===== src/sv/cna_pkg.sv =====
// Shared types and codes for the complex-number ALU.
package cna_pkg;

   localparam logic [2:0] CMD_ADD = 3'd0;
   localparam logic [2:0] CMD_SUB = 3'd1;
   localparam logic [2:0] CMD_MUL = 3'd2;
   localparam logic [2:0] CMD_DIV = 3'd3;
   localparam logic [2:0] CMD_POW = 3'd4;
   localparam logic [2:0] CMD_NEG = 3'd5;

   typedef enum logic [3:0] {
      K_ZERO,
      K_ADD,
      K_SUB,
      K_NEG,
      K_DZ,
      K_ONE,
      K_PASS,
      K_MUL,
      K_POW,
      K_DIV
   } kind_type;

   typedef struct packed {
      kind_type    kind;
      logic [31:0] a_re;
      logic [31:0] a_im;
      logic [31:0] b_re;
      logic [31:0] b_im;
      logic [7:0]  expo;
   } item_type;

   typedef enum logic [2:0] {
      ST_IDLE,
      ST_PROD,
      ST_RND0,
      ST_RND1,
      ST_DSET,
      ST_DIT,
      ST_DFIN,
      ST_DONE
   } state_type;

endpackage


===== src/sv/cna_front.sv =====
// Front end: accepts request transactions, classifies them and queues them.
module cna_front #(
   parameter int WORD_BITS = 32,
   parameter int EXP_BITS  = 8
) (
   input  logic              clock,
   input  logic              reset,
   input  logic              req_valid,
   output logic              req_stall,
   input  logic [2:0]        req_cmd,
   input  logic [31:0]       req_a_re,
   input  logic [31:0]       req_a_im,
   input  logic [31:0]       req_b_re,
   input  logic [31:0]       req_b_im,
   input  logic [7:0]        req_exponent,
   output logic              q_valid,
   output cna_pkg::item_type q_item,
   input  logic              q_pop
);

   localparam int W  = (WORD_BITS > 32) ? 32 : WORD_BITS;
   localparam int SH = 32 - W;
   localparam logic [7:0] EXP_MASK = (EXP_BITS >= 8) ? 8'hFF : 8'((1 << EXP_BITS) - 1);

   cna_pkg::item_type entries_ff [2];
   logic              wr_ptr_ff, wr_ptr_in;
   logic              rd_ptr_ff, rd_ptr_in;
   logic [1:0]        count_ff, count_in;
   cna_pkg::item_type item_in;
   logic              push;
   logic [31:0]       a_re_x, a_im_x, b_re_x, b_im_x;
   logic [7:0]        expo_m;

   function automatic logic [31:0] sext_w(input logic [31:0] v);
      logic [31:0] t;
      begin
         t = v << SH;
         return 32'($signed(t) >>> SH);
      end
   endfunction

   always_comb begin
      a_re_x = sext_w(req_a_re);
      a_im_x = sext_w(req_a_im);
      b_re_x = sext_w(req_b_re);
      b_im_x = sext_w(req_b_im);
      expo_m = req_exponent & EXP_MASK;
      item_in.a_re = a_re_x;
      item_in.a_im = a_im_x;
      item_in.b_re = b_re_x;
      item_in.b_im = b_im_x;
      item_in.expo = expo_m;
      unique case (req_cmd)
         cna_pkg::CMD_ADD: item_in.kind = cna_pkg::K_ADD;
         cna_pkg::CMD_SUB: item_in.kind = cna_pkg::K_SUB;
         cna_pkg::CMD_MUL: item_in.kind = cna_pkg::K_MUL;
         cna_pkg::CMD_DIV: begin
            if (b_re_x == 32'd0 && b_im_x == 32'd0) item_in.kind = cna_pkg::K_DZ;
            else item_in.kind = cna_pkg::K_DIV;
         end
         cna_pkg::CMD_POW: begin
            if (expo_m == 8'd0) item_in.kind = cna_pkg::K_ONE;
            else if (expo_m == 8'd1) item_in.kind = cna_pkg::K_PASS;
            else item_in.kind = cna_pkg::K_POW;
         end
         cna_pkg::CMD_NEG: item_in.kind = cna_pkg::K_NEG;
         default: item_in.kind = cna_pkg::K_ZERO;
      endcase
   end

   assign req_stall = (count_ff == 2'd2);
   assign push      = req_valid && !req_stall;
   assign q_valid   = (count_ff != 2'd0);
   assign q_item    = entries_ff[rd_ptr_ff];

   always_comb begin
      wr_ptr_in = push ? !wr_ptr_ff : wr_ptr_ff;
      rd_ptr_in = q_pop ? !rd_ptr_ff : rd_ptr_ff;
      count_in  = count_ff + 2'(push) - 2'(q_pop);
   end

   always_ff @(posedge clock) begin
      if (reset) begin
         wr_ptr_ff <= 1'b0;
         rd_ptr_ff <= 1'b0;
         count_ff  <= 2'd0;
      end else begin
         wr_ptr_ff <= wr_ptr_in;
         rd_ptr_ff <= rd_ptr_in;
         count_ff  <= count_in;
      end
   end

   always_ff @(posedge clock) begin
      if (push) begin
         entries_ff[wr_ptr_ff] <= item_in;
      end
   end

endmodule


===== config.mk =====
export PLATFORM = sky130hd
export DESIGN_NAME = cna_front
export DESIGN_NICKNAME = d
export VERILOG_FILES = /design/src/sv/cna_pkg.sv /design/src/sv/cna_front.sv
export SDC_FILE = /design/constraint.sdc
export NUM_CORES = 1
export LEC_CHECK = 0
export ABC_AREA = 1
export BUFFER_PORTS_ARGS = -buffer_cell sky130_fd_sc_hd__buf_2
export CORE_UTILIZATION = 57
export DETAILED_ROUTE_END_ITERATION = 10
export GPL_ROUTABILITY_DRIVEN = 0
export HOLD_SLACK_MARGIN = 0.05
export PLACE_DENSITY = 0.85
export SLEW_MARGIN = 5
export SYNTH_ARGS = -nofsm -noshare
export SYNTH_HDL_FRONTEND = slang
export SYNTH_SLANG_ARGS = --single-unit

===== constraint.sdc =====
create_clock -name clock -period 11.4 [get_ports clock]
set_input_delay 0.57 -clock clock [delete_from_list [all_inputs] [get_ports clock]]
set_output_delay 0.57 -clock clock [all_outputs]
set_load 0.03 [all_outputs]

==> impl_metrics.toml <==
[run_status]
status = "complete, no violations"

[timing]
setup_violations = 0
relSlewSlack = 0.2709
rsz0062_at_grt = "no"
setup_tns_ns = 0
tightest_slew_ns = 1.094
max_freq_mhz = 310.3
fin_crit_sh = 0.2827
fin_ws_ns = 8.177
finalMaxSlewViolations = 0
period_minus_slack_ns = 3.223
fin_skew_ns = 0.01733
finalHoldViolCount = 0

[floorplan]
start_util = 0.5876
die_w_microns = 141.6
core_area_sq_um = 18890
rows = 50
chipHeight_microns = 141.6
die_area_sq_um = 20040
io_pins = 285

[route]
wl_per_cell_microns = 19.44
drt-total-wl_microns = 22040
ant_nets = 0
drtIter0Drc = 296
vias_per_cell = 5.224
route.vias.total = 5924
route.detailed.drc = 0
firstDrtPassIters = 4

[synth]
synth_top_family_by_area = "multiplexers"
synth-xor-area-share = 0.001578
async_flop_share = 0
synth_compound_area_frac = 0.002367
ys_seq_elements = 285
synth_area_per_cell_sq_um = 20.04
synth_edf_count = 280
synthMuxAreaShare = 0.1758
synthFlopType = "edfxtp_1"
synth-simple-area-share = 0.03392
synth_warnings = 0
synth_cell_types = 21
synthCells = 554
syn_nets = 699
synth.yosys.seq_area_share = 0.7664
synthAdderAreaFrac = 0.002254
synth_area_sq_um = 11100

[layout]
fin_nets = 1003
syn2layout_area_growth_pct = 23.63
antenna_cells = 0
post-route-util = 0.7265
fin_area_sq_um = 13730
fillCellCount = 1160
drive_above_1_share = 0.5492

[place]
postPlaceCellArea_sq_um = 12750
port_buffers = 284
place_hpwl_microns = 14110
place_ws_ns = 8.716

[clock_network]
clock_sinks = 285
ctsHtreeMaxLevel = 1
cts_max_path_buffers = 3
post_cts_resized = 0
clockRootBuffer = "clkbuf_16"
clk_pin_slew_ns = 0.06
tritoncts = "built"
cts_hold_buf = 0
cts_post_setup_buffers_inserted = 0
cts_buffers = 28
clk_latency_ns = 0.53

[grt]
grt_max_degree = 81
grt_pass1_vias = 6148
grt_use_total = 0.2130
antenna_found_initial = 0
grt_first_pass_wirelength_microns = 32450
grt.overflow.total = 0

[run]
cap_violations = 0

[critical_path]
worstPathRequired_ns = 10.83
cp-start-kind = "flip-flop"
worst-path-max-fanout = 61
critPathKind = "reg -> out"
crit_arrival_ns = 2.65
worst_setup_path_end_kind = "primary output"

[power_and_ir_drop]
leakage_uw = 0.005410
total_power_uw = 2770
ir_drop_mv = 0.1500
power_density_nw_per_um2 = 201.8

[worst_hold_path]
hold_class = "in -> reg"
worst max-delay path: stages, from the launching register on:
cell     delay, ns
dfxtp_4       0.59
buf_4         0.88
mux2_2        0.43
buf_2         0.18
cells in the final DEF (no fill, tap or decap), types with 2 or more instances in the layout:
cell type	count
buf_2	284
buf_4	6
bufinv_16	6
clkbuf_16	29
clkinv_2	5
clkinv_4	2
dfxtp_1	4
edfxtp_1	280
ha_1	2
inv_1	10
mux2_2	40
mux2_4	100
nand2_1	30
nand3_1	4
nor2_1	52
nor2_4	2
nor3_1	3
or2_2	2
xnor2_1	2
synth_stat cells, types with 2 or more instances:
cell | count | share of area
or2_2 | 2 | 0.0011
nor3_1 | 3 | 0.0014
nand2_1 | 30 | 0.010
mux2_2 | 40 | 0.041
buf_2 | 4 | 0.0018
nor2_1 | 54 | 0.018
dfxtp_1 | 5 | 0.0090
ha_1 | 2 | 0.0023
buf_6 | 11 | 0.011
mux2_4 | 100 | 0.14
nand3_1 | 4 | 0.0018
xnor2_1 | 2 | 0.0016
edfxtp_1 | 280 | 0.76
inv_1 | 10 | 0.0034
stage by stage:
step                hold slack [ns]  instances
global route                 0.1956       1134
finish                       0.2190       1134
global placement             0.4959       1088
detailed placement           0.5125       1088
CTS                          0.1938       1134
floorplan                    0.4799        554
cells by family after synthesis:
logic type / Yosys count
AOI/OAI and AO/OA: 4
xor gates and xnor gates: 2
adders and majority gates: 2
buffers and inverters: 26
DFF: 285
muxes: 140
and+or+nand+nor: 95
power by group:
part / total (uW) / internal, uW / switching, uW
sequential: 1310 / 1270 / 31.2
clock: 972 / 595 / 377
combinational: 492 / 178 / 314
total: 2770 / 2050 / 722
state kept, by name, indices dropped and copies added, names as in the netlist, named ones only:
signal	cells
entries_ff	280
rd_ptr_ff	1
count_ff	2
wr_ptr_ff	1
path summary, 6_finish.rpt:
kind / cells past startpoint / start / slack, ns / end
hold / removal: 1 / req_a_im[23] / 0.22 / entries_ff[0][95]
setup reg to reg: 4 / count_ff[1] / 9.42 / entries_ff[0][108]
setup / recovery: 3 / flip-flop / 8.18 / q_item[35]
hold reg to reg: 2 / rd_ptr_ff / 0.52 / flip-flop
layout make-up:
type                            instances  area [sq um]  share of cell area
Sequential cell                       285          8512              0.6201
Multi-Input combinational cell        243          2412              0.1758
Clock inverter                         16         242.7             0.01768
Tap cell                              260         325.3             0.02370
Clock buffer                           30         729.5             0.05314
Timing Repair Buffer                  290          1466              0.1068
Inverter                               10         37.54            0.002735
per-layer routing:
| layer | vias up | global-route usage | share of wire |
|---|---|---|---|
| met2 | 269 | 0.3814 | 0.51 |
| met1 | 2901 | 0.2537 | 0.38 |
| li1 | 2717 | - | - |
| met3 | 37 | 0.05400 | 0.086 |
| met5 | - | 0 | 0 |
| met4 | 0 | 0.06282 | 0.022 |
(Power assumes the default switching activity.)
